[config.mk]
export PLATFORM = sky130hd
export DESIGN_NAME = vqs_ctrl
export DESIGN_NICKNAME = d
export VERILOG_FILES = /design/src/hw/rtl/vqs_pkg.sv /design/src/hw/rtl/vqs_ctrl.sv
export SDC_FILE = /design/constraint.sdc
export NUM_CORES = 1
export LEC_CHECK = 0
export BUFFER_PORTS_ARGS = -buffer_cell sky130_fd_sc_hd__buf_2
export CORE_ASPECT_RATIO = 0.9
export CORE_MARGIN = 8
export CORE_UTILIZATION = 27
export CTS_CLUSTER_DIAMETER = 100
export CTS_CLUSTER_SIZE = 10
export DETAILED_ROUTE_END_ITERATION = 8
export PLACE_DENSITY = 0.56
export REMOVE_ABC_BUFFERS = 1
export SLEW_MARGIN = 20
export SYNTH_ARGS = -nofsm -noshare
export SYNTH_HDL_FRONTEND = slang
export SYNTH_SLANG_ARGS = --single-unit
[constraint.sdc]
create_clock -name clk -period 3.5 [get_ports clk]
set_input_delay 1.05 -clock clk [delete_from_list [all_inputs] [get_ports clk]]
set_output_delay 1.05 -clock clk [all_outputs]
set_load 0.005 [all_outputs]
[src/hw/rtl/vqs_pkg.sv]
package vqs_pkg;

  localparam logic [1:0] KIND_TICK  = 2'd0;
  localparam logic [1:0] KIND_CLEAR = 2'd1;
  localparam logic [1:0] KIND_READ  = 2'd2;

  localparam logic [2:0] REG_ASSESS_UPPER  = 3'd0;
  localparam logic [2:0] REG_ASSESS_LOWER  = 3'd1;
  localparam logic [2:0] REG_QUALIFY_UPPER = 3'd2;
  localparam logic [2:0] REG_QUALIFY_LOWER = 3'd3;
  localparam logic [2:0] REG_THREE_WIRE    = 3'd4;

  localparam logic [13:0] RATE_FULL = 14'd10000;

  typedef struct packed {
    logic [1:0]  kind;
    logic [15:0] volt_a;
    logic [15:0] volt_b;
    logic [15:0] volt_c;
    logic [1:0]  clear_select;
    logic        read_period;
    logic [1:0]  read_phase;
  } item_t;

  typedef struct packed {
    logic [10:0] phase_status;
    logic [31:0] monitor_minutes;
    logic [31:0] below_minutes;
    logic [31:0] over_minutes;
    logic [13:0] pass_rate;
    logic [13:0] exceed_rate;
  } result_t;

  // controller -> datapath
  typedef struct packed {
    logic load;       // capture item
    logic tick_rec;   // update record rec_idx of both sets
    logic clear;      // apply clear select
    logic read_sel;   // latch the record being read, prime divider
    logic div_step;   // one quotient bit
    logic finish;     // form the result
  } cmd_t;

  typedef struct packed {
    logic [1:0] kind;
    logic       div_zero;
  } stat_t;

endpackage

[src/hw/rtl/vqs_ctrl.sv]
module vqs_ctrl (
  input  logic          clk,
  input  logic          rst_n,
  input  logic          in_tvalid,
  output logic          in_tready,
  output logic          out_tvalid,
  input  logic          out_tready,
  input  vqs_pkg::stat_t stat,
  output vqs_pkg::cmd_t cmd,
  output logic [1:0]    rec_idx
);
  import vqs_pkg::*;

  localparam logic [2:0] S_IDLE = 3'd0;
  localparam logic [2:0] S_DEC  = 3'd1;
  localparam logic [2:0] S_TICK = 3'd2;
  localparam logic [2:0] S_DIV  = 3'd3;
  localparam logic [2:0] S_FIN  = 3'd4;
  localparam logic [2:0] S_OUT  = 3'd5;

  logic [2:0] state_r, state_nxt;
  logic [5:0] cnt_r, cnt_nxt;

  assign in_tready  = (state_r == S_IDLE);
  assign out_tvalid = (state_r == S_OUT);
  assign rec_idx    = cnt_r[1:0];

  always_comb begin
    state_nxt = state_r;
    cnt_nxt   = cnt_r;
    cmd       = '0;
    unique case (state_r)
      S_IDLE: begin
        if (in_tvalid) begin
          cmd.load  = 1'b1;
          state_nxt = S_DEC;
          cnt_nxt   = '0;
        end
      end
      S_DEC: begin
        unique case (stat.kind)
          KIND_TICK: state_nxt = S_TICK;
          KIND_CLEAR: begin
            cmd.clear = 1'b1;
            state_nxt = S_FIN;
          end
          KIND_READ: begin
            cmd.read_sel = 1'b1;
            state_nxt    = S_DIV;
          end
          default: state_nxt = S_FIN;
        endcase
      end
      S_TICK: begin
        cmd.tick_rec = 1'b1;
        cnt_nxt      = cnt_r + 6'd1;
        if (cnt_r == 6'd3) state_nxt = S_FIN;
      end
      S_DIV: begin
        // 47-bit dividend, one bit a cycle
        if (stat.div_zero) begin
          state_nxt = S_FIN;
        end else begin
          cmd.div_step = 1'b1;
          cnt_nxt      = cnt_r + 6'd1;
          if (cnt_r == 6'd46) state_nxt = S_FIN;
        end
      end
      S_FIN: begin
        cmd.finish = 1'b1;
        state_nxt  = S_OUT;
      end
      S_OUT: begin
        if (out_tready) state_nxt = S_IDLE;
      end
      default: state_nxt = S_IDLE;
    endcase
  end

  always_ff @(posedge clk) begin
    if (!rst_n) begin
      state_r <= S_IDLE;
      cnt_r   <= '0;
    end else begin
      state_r <= state_nxt;
      cnt_r   <= cnt_nxt;
    end
  end

endmodule

Yosys cells after proc, flatten, opt, wreduce, memory -nomap -nowiden
Index checks and enable logic that the tools add are counted.
{"block": "word_totals", "ff_bits": 9, "in_bits": 7, "output_inout_bits": 10, "word_cells": 41}
{"block": "classes", "addsub": 1, "eq_ne": 14, "muxes": 19, "reduce_logical": 5}
{"operator": "$pmux W3 S6", "n": 1}
{"operator": "$pmux W6 S3", "n": 1}
{"operator": "$mux W3", "n": 5}
{"operator": "$mux W6", "n": 2}
{"operator": "$mux W1", "n": 8}
{"operator": "$add A6 B1 Y6 const B", "n": 1}
{"operator": "$eq A3 B2 Y1 const B", "n": 2}
{"operator": "$eq A3 B3 Y1 const B", "n": 2}
{"operator": "$eq A6 B2 Y1 const B", "n": 1}
{"operator": "$eq A6 B6 Y1 const B", "n": 1}
{"operator": "$ne A2 B2 Y1 const B", "n": 3}
{"operator": "$pmux W3 S2", "n": 1}
{"operator": "$reduce_and A4 Y1", "n": 1}
{"operator": "$eq A3 B1 Y1 const B", "n": 1}
{"operator": "$logic_not A3 Y1", "n": 1}
{"operator": "$ne A3 B3 Y1 const B", "n": 1}
{"operator": "$reduce_and A3 Y1", "n": 1}
{"operator": "$reduce_bool A3 Y1", "n": 1}
{"operator": "$eq A2 B1 Y1 const B", "n": 1}
{"operator": "$eq A2 B2 Y1 const B", "n": 1}
{"operator": "$logic_not A2 Y1", "n": 1}
{"operator": "$mux W2", "n": 1}
{"operator": "$ne A2 B1 Y1 const B", "n": 1}

Depth between registers and ports, before layout
Gate-level depths: netlist (run 1).
{"block": "depth", "word_depth": 4, "ltp_mapped": 6}

Worst setup path before layout (run 1)
Ideal clock, no wire load.
{"block": "synth_timing", "kind": "input to output", "from": "in stat[1] (netlist bit)", "to": "out cmd[2] (netlist bit)", "arrival_time_ns": 1.429, "t_required_ns": 2.450, "path_slack_ns": 1.021, "cell_stages": 2, "n_path_buf": 0, "cell_sequence": "nor4b_4 -> and2_1"}
{"item": "from (decl)", "line_no": "vqs_ctrl.sv:8", "text": "input vqs_pkg::stat_t stat,"}
{"item": "to (decl)", "line_no": "vqs_ctrl.sv:9", "text": "output vqs_pkg::cmd_t cmd,"}

==> flow_summary.json, run 1 <==
{
  "grt_pass1_wl_mm": 2.51,
  "die_x_um": 68.8,
  "maxCapViolCount": 0,
  "n_fill_cell": 269,
  "drtPass1Iterations": 4,
  "cp_max_fo": 3,
  "ant_nets": 0,
  "postCtsHoldBufs": 0,
  "cpPeakStageDelay_ns": 0.23,
  "io_pins": 17,
  "final.setup_skew_ns": 0.00101,
  "cts-root-buf": "clkbuf_4",
  "syn_to_final_growth_pct": 14.4,
  "powerDensity_nw_per_um2": 730,
  "synthCells": 72,
  "grt_max_degree": 18,
  "worstPathRequired_ns": 2.45,
  "critPathBufInv": 2,
  "path_clk_slew_ns": 0.06,
  "synth_area_um2": 677,
  "ys_seq_area_frac": 0.266,
  "cts_resized": 0,
  "cp_slowest_cell": "nor4b_4",
  "vias": 546,
  "fp.coreArea_um2": 2420,
  "portBuffers": 16,
  "leakagePower_nw": 0.281,
  "setup_violations": 0,
  "ys_types": 31,
  "num_antenna_cells": 0,
  "drt_iter0_markers": 56,
  "viasPerCell": 4.79,
  "clkSinkCount": 9,
  "path_cells": "buf_2, nor4b_4, and2_1, buf_2",
  "outcome": "complete, no violations",
  "critPathTopFamily": "simple AND/OR/NAND/NOR gates",
  "finalCritPeriodShare": 0.784,
  "worst_pin_slew_ns": 0.749,
  "synth_top_cell_by_area": "dfxtp_1",
  "synthTopCellsByCount": "dfxtp_1, nor2_1, nor4_1, xnor2_1, nand2_1",
  "slew_violations": 0,
  "grt_setup_unrepaired": "no",
  "min_period_ns": 2.74,
  "final_util": 0.319,
  "slew_headroom": 0.500,
  "layout-drive-gt1-share": 0.349,
  "clock_path_buffers": 2,
  "die_y_um": 63.5,
  "grt_pass1_vias": 552,
  "grt.overflow.total": 0,
  "worstSetupEndpointType": "primary output",
  "antenna_found_initial": 0,
  "rows": 17,
  "dpl.hpwl_mm": 1.12,
  "critPathLaunchType": "input port",
  "clk_latency_ns": 0.26,
  "wl_per_cell_um": 13.3,
  "yosys_warnings": 0,
  "fin_nets": 96,
  "cp_common_cell": "buf_2",
  "dieArea_um2": 4370,
  "track_usage": 0.0718,
  "synth_edf_count": 0,
  "remaining_drc_errors": 0,
  "finalInstanceArea_um2": 774,
  "max_freq_mhz": 364,
  "worstSetupPathType": "in2out",
  "gp_congestion": 0.772,
  "post_cts_buffers": 0,
  "vdd.ir_drop.worst_uv": 367,
  "synth.avg_cell_area_um2": 9.40,
  "routed_wl_mm": 1.52,
  "ys_async_sr_fraction": 0,
  "hold_viol": 0,
  "post_dp_cell_area_um2": 748,
  "numCtsBuffers": 3,
  "tritoncts": "done",
  "synth_seq_cells": 9,
  "hp-class": "reg2reg",
  "htreeDepth": 1,
  "final.setup.tns_ns": 0,
  "synthTopCellsByArea": "dfxtp_1, a2111oi_4, xnor2_1, nor4_1, nor2_1",
  "cp.arrival_ns": 1.69,
  "synthFlopType": "dfxtp_1",
  "start_util": 0.279,
  "synth.most_common_cell": "dfxtp_1",
  "synth_top_area_frac": 0.266
}
-- final cells by class --
class | count | area (um^2) | share of cell area
multi-input combinational | 54 | 442 | 0.570
clock buffer | 4 | 26.3 | 0.0339
sequential | 9 | 180 | 0.233
inverter | 3 | 11.3 | 0.0145
timing repair buffer | 16 | 80.1 | 0.103
tap | 28 | 35.0 | 0.0452
-- power by group --
| group | switching, mW | total, mW | internal [mW] |
|---|---|---|---|
| clock network | 0.0361 | 0.0800 | 0.0439 |
| logic | 0.124 | 0.261 | 0.138 |
| registers | 0.0935 | 0.224 | 0.130 |
| total | 0.253 | 0.565 | 0.312 |
-- worst min-delay path, stage by stage, from the launching register on --
cell	delay, ns
dfxtp_1	0.34
xnor2_1	0.15
nor2_1	0.04
-- cell families after synthesis --
family / after synthesis / share of synthesized area
buffers and inverters: 9 / 0.0813
xor gates and xnor gates: 5 / 0.0647
and+or+nand+nor: 33 / 0.316
adders and majority gates: 2 / 0.0370
AOI/OAI and AO/OA: 14 / 0.235
DFF: 9 / 0.266
-- sequential cells by signal (all words and copies together) (netlist names) --
signal,cells
cnt_r,6
state_r,3
-- stage by stage --
step	hold WS, ns	total power [mW]	cells	setup WS, ns
after floorplan	0.507	0.396	66	1.02
after global placement	0.557	0.488	110	0.788
after detailed placement	0.559	0.488	110	0.765
after CTS	0.570	0.571	114	0.765
after global routing	0.583	0.614	114	0.686
final	0.571	0.565	114	0.756
-- cell usage in the layout (no fill, tap or decap) --
cell type / count
a21boi_0: 1
buf_2: 16
a211oi_2: 1
nor2_1: 8
a21bo_2: 1
nand3_1: 2
clkbuf_1: 1
xnor2_1: 5
or3_4: 1
nor3_1: 2
and3b_1: 1
nand2b_4: 1
nand2b_1: 1
a32o_1: 1
nor4_1: 5
and2_1: 2
and4bb_2: 1
ha_1: 2
a21oi_4: 1
a211oi_1: 3
a2111oi_4: 2
nand3b_1: 1
nor2_2: 1
nor3b_1: 2
nor4b_4: 1
inv_1: 3
o31a_2: 1
dfxtp_1: 9
a21oi_1: 3
clkbuf_4: 3
nand2_1: 4
-- routing by layer --
layer / routed length [um] / vias to the layer above / global-route usage
met5: 0 / - / 0
met2: 630 / 13 / 0.108
met1: 775 / 244 / 0.0901
met4: 0 / 0 / 0.00752
met3: 115 / 0 / 0.0389
li1: - / 289 / -
-- worst paths after layout --
kind | slack, ns | cells after the start | end | from
max | 0.76 | 4 | cmd[2] | stat[1]
max reg2reg | 1.81 | 4 | state_r[2]$_SDFFE_PN0P_ | state_r[1]$_SDFFE_PN0P_
min | 0.57 | 2 | cnt_r[5]$_SDFFE_PN0P_ | cnt_r[5]$_SDFFE_PN0P_
min reg2reg | 0.57 | 2 | cnt_r[5]$_SDFFE_PN0P_ | cnt_r[5]$_SDFFE_PN0P_
(Power assumes the default switching activity.)
==> run 2, diff against run 1 <==
Settings changed: PLACE_DENSITY 0.56 to 0.58.
Clock period 3.5 ns to 2.3 ns, I/O delays scaled along.
==> run 2 against run 1 <==
Effect of this change: critical path depth shrank 1; wire length fell by 4.2%; sequential power rose by 50%; final cell count unchanged; global-route usage about the same; die area unchanged; combinational power is 54% higher; first-iteration DRC count decreased by 66%; non-clock buffer count is the same; critical endpoint unchanged; utilization is 0.052 points higher; largest cell class unchanged; final area grew 0.16%.
==> flow_summary.json, run 2 (synthesis results as in run 1) <==
{
  "outcome": "complete, no violations",
  "grt_pass1_vias": 554,
  "dieArea_um2": 4370,
  "cts_resized": 0,
  "crit_cells": 3,
  "wl_per_cell_um": 12.8,
  "worst_pin_slew_ns": 0.482,
  "hp-class": "reg2reg",
  "cp.arrival_ns": 1.42,
  "post_dp_cell_area_um2": 748,
  "layout_commonest_cell": "buf_2",
  "path_clk_slew_ns": 0.06,
  "numCtsBuffers": 3,
  "critPathLaunchType": "flop",
  "cts-root-buf": "clkbuf_4",
  "multi_input_area_um2": 442,
  "fin_nets": 96,
  "n_fill_cell": 270,
  "maxCapViolCount": 0,
  "cp-startpoint": "state_r[0]$_SDFFE_PN0P_",
  "grt_max_degree": 18,
  "rows": 17,
  "worstSetupPathType": "reg2out",
  "syn_to_final_growth_pct": 14.6,
  "cp_slowest_cell": "dfxtp_1",
  "worstPathRequired_ns": 1.61,
  "clock_path_buffers": 2,
  "die_x_um": 68.8,
  "setup_violations": 0,
  "largest_register_ffs": 6,
  "critPathBufInv": 1,
  "min_period_ns": 2.11,
  "viasPerCell": 4.79,
  "die_y_um": 63.5,
  "r2r_start": "state_r[1]$_SDFFE_PN0P_",
  "reg.largest.list": "cnt_r: 6 flops, state_r: 3 flops",
  "htreeDepth": 1,
  "portBuffers": 16,
  "tritoncts": "done",
  "finalInstanceArea_um2": 776,
  "leakagePower_nw": 0.281,
  "r2r_cells": 4,
  "layout-drive-gt1-share": 0.360,
  "drt_iter0_markers": 19,
  "post_cts_buffers": 0,
  "remaining_drc_errors": 0,
  "gp_congestion": 0.772,
  "finalNonFillerCells": 114,
  "final.setup_skew_ns": 0.00433,
  "slew_headroom": 0.678,
  "clk_latency_ns": 0.26,
  "critPathTopFamily": "flip-flops",
  "track_usage": 0.0714,
  "finalCritPeriodShare": 0.917,
  "postCtsHoldBufs": 0,
  "timing.critical_path.to": "cmd[2]",
  "routed_wl_mm": 1.46,
  "ff2ff_setup_slack_ns": 0.63,
  "ant_nets": 0,
  "path_cells": "nor4b_4, and2_1, buf_2",
  "grt_setup_unrepaired": "no",
  "dp_cells": 110,
  "r2r_end": "state_r[2]$_SDFFE_PN0P_",
  "regMostFlops": "cnt_r",
  "io_pins": 17,
  "drtPass1Iterations": 4,
  "hold_viol": 0,
  "clkSinkCount": 9,
  "dpl.hpwl_mm": 1.15,
  "cpPeakStageDelay_ns": 0.59,
  "vdd.ir_drop.worst_uv": 423,
  "slew_violations": 0,
  "cp_max_fo": 15,
  "final.setup.tns_ns": 0,
  "max_freq_mhz": 474,
  "grt_pass1_wl_mm": 2.53,
  "antenna_found_initial": 0,
  "grt.overflow.total": 0,
  "fp.coreArea_um2": 2420,
  "powerDensity_nw_per_um2": 1110,
  "vias": 546,
  "worstSetupEndpointType": "primary output",
  "regArea_um2": 181,
  "start_util": 0.279,
  "num_antenna_cells": 0,
  "mostFrequentLayoutCells": "buf_2, nor2_1, dfxtp_1"
}
==> run 2: cell count changes in the layout (fill, tap and decap cells not counted) <==
cell     change
dfxtp_2      +1
dfxtp_1      -1
==> run 2: how the worst min path moves through the flow <==
stage	start	to	slack (ns)	cells past startpoint
2_1_floorplan	cnt_r[5]$_SDFFE_PN0P_	cnt_r[5]$_SDFFE_PN0P_	0.51	2
3_3_place_gp	cnt_r[5]$_SDFFE_PN0P_	cnt_r[5]$_SDFFE_PN0P_	0.55	2
3_5_place_dp	cnt_r[5]$_SDFFE_PN0P_	cnt_r[5]$_SDFFE_PN0P_	0.56	2
4_1_cts	cnt_r[5]$_SDFFE_PN0P_	cnt_r[5]$_SDFFE_PN0P_	0.57	2
5_1_grt	cnt_r[4]$_SDFFE_PN0P_	cnt_r[4]$_SDFFE_PN0P_	0.59	2
6_report	cnt_r[1]$_SDFFE_PN0P_	cnt_r[1]$_SDFFE_PN0P_	0.57	2
==> run 2: worst reg2reg max path: stages (launching register included) <==
cell and delay (ns):
dfxtp_1 0.62, nor3b_1 0.28, a21boi_0 0.36, nor4_1 0.09, a32o_1 0.21
==> run 2: area by class of cell <==
type	count	area share
Multi-Input combinational cell	54	0.569
Inverter	3	0.0145
Clock buffer	4	0.0339
Sequential cell	9	0.234
Tap cell	28	0.0452
Timing Repair Buffer	16	0.103
==> run 2: power breakdown <==
part	switching, mW	leakage, nW	internal [mW]	total, mW
clock network	0.0536	0.0150	0.0668	0.120
logic	0.192	0.193	0.209	0.402
registers	0.135	0.0739	0.200	0.335
==> run 2: stage by stage <==
step	utilization	setup slack (ns)	total power [mW]	hold slack (ns)
after floorplan	-	0.540	0.602	0.507
after global placement	0.309	0.306	0.736	0.550
after detailed placement	0.309	0.289	0.744	0.556
after CTS	0.319	0.0996	0.868	0.574
after global routing	0.320	0.0699	0.949	0.594
final	0.320	0.190	0.857	0.571
==> run 2: layer usage <==
layer,GRT usage,share of wire
met5,0,0
met4,0.00752,0
met3,0.0371,0.092
met2,0.103,0.43
met1,0.0940,0.47
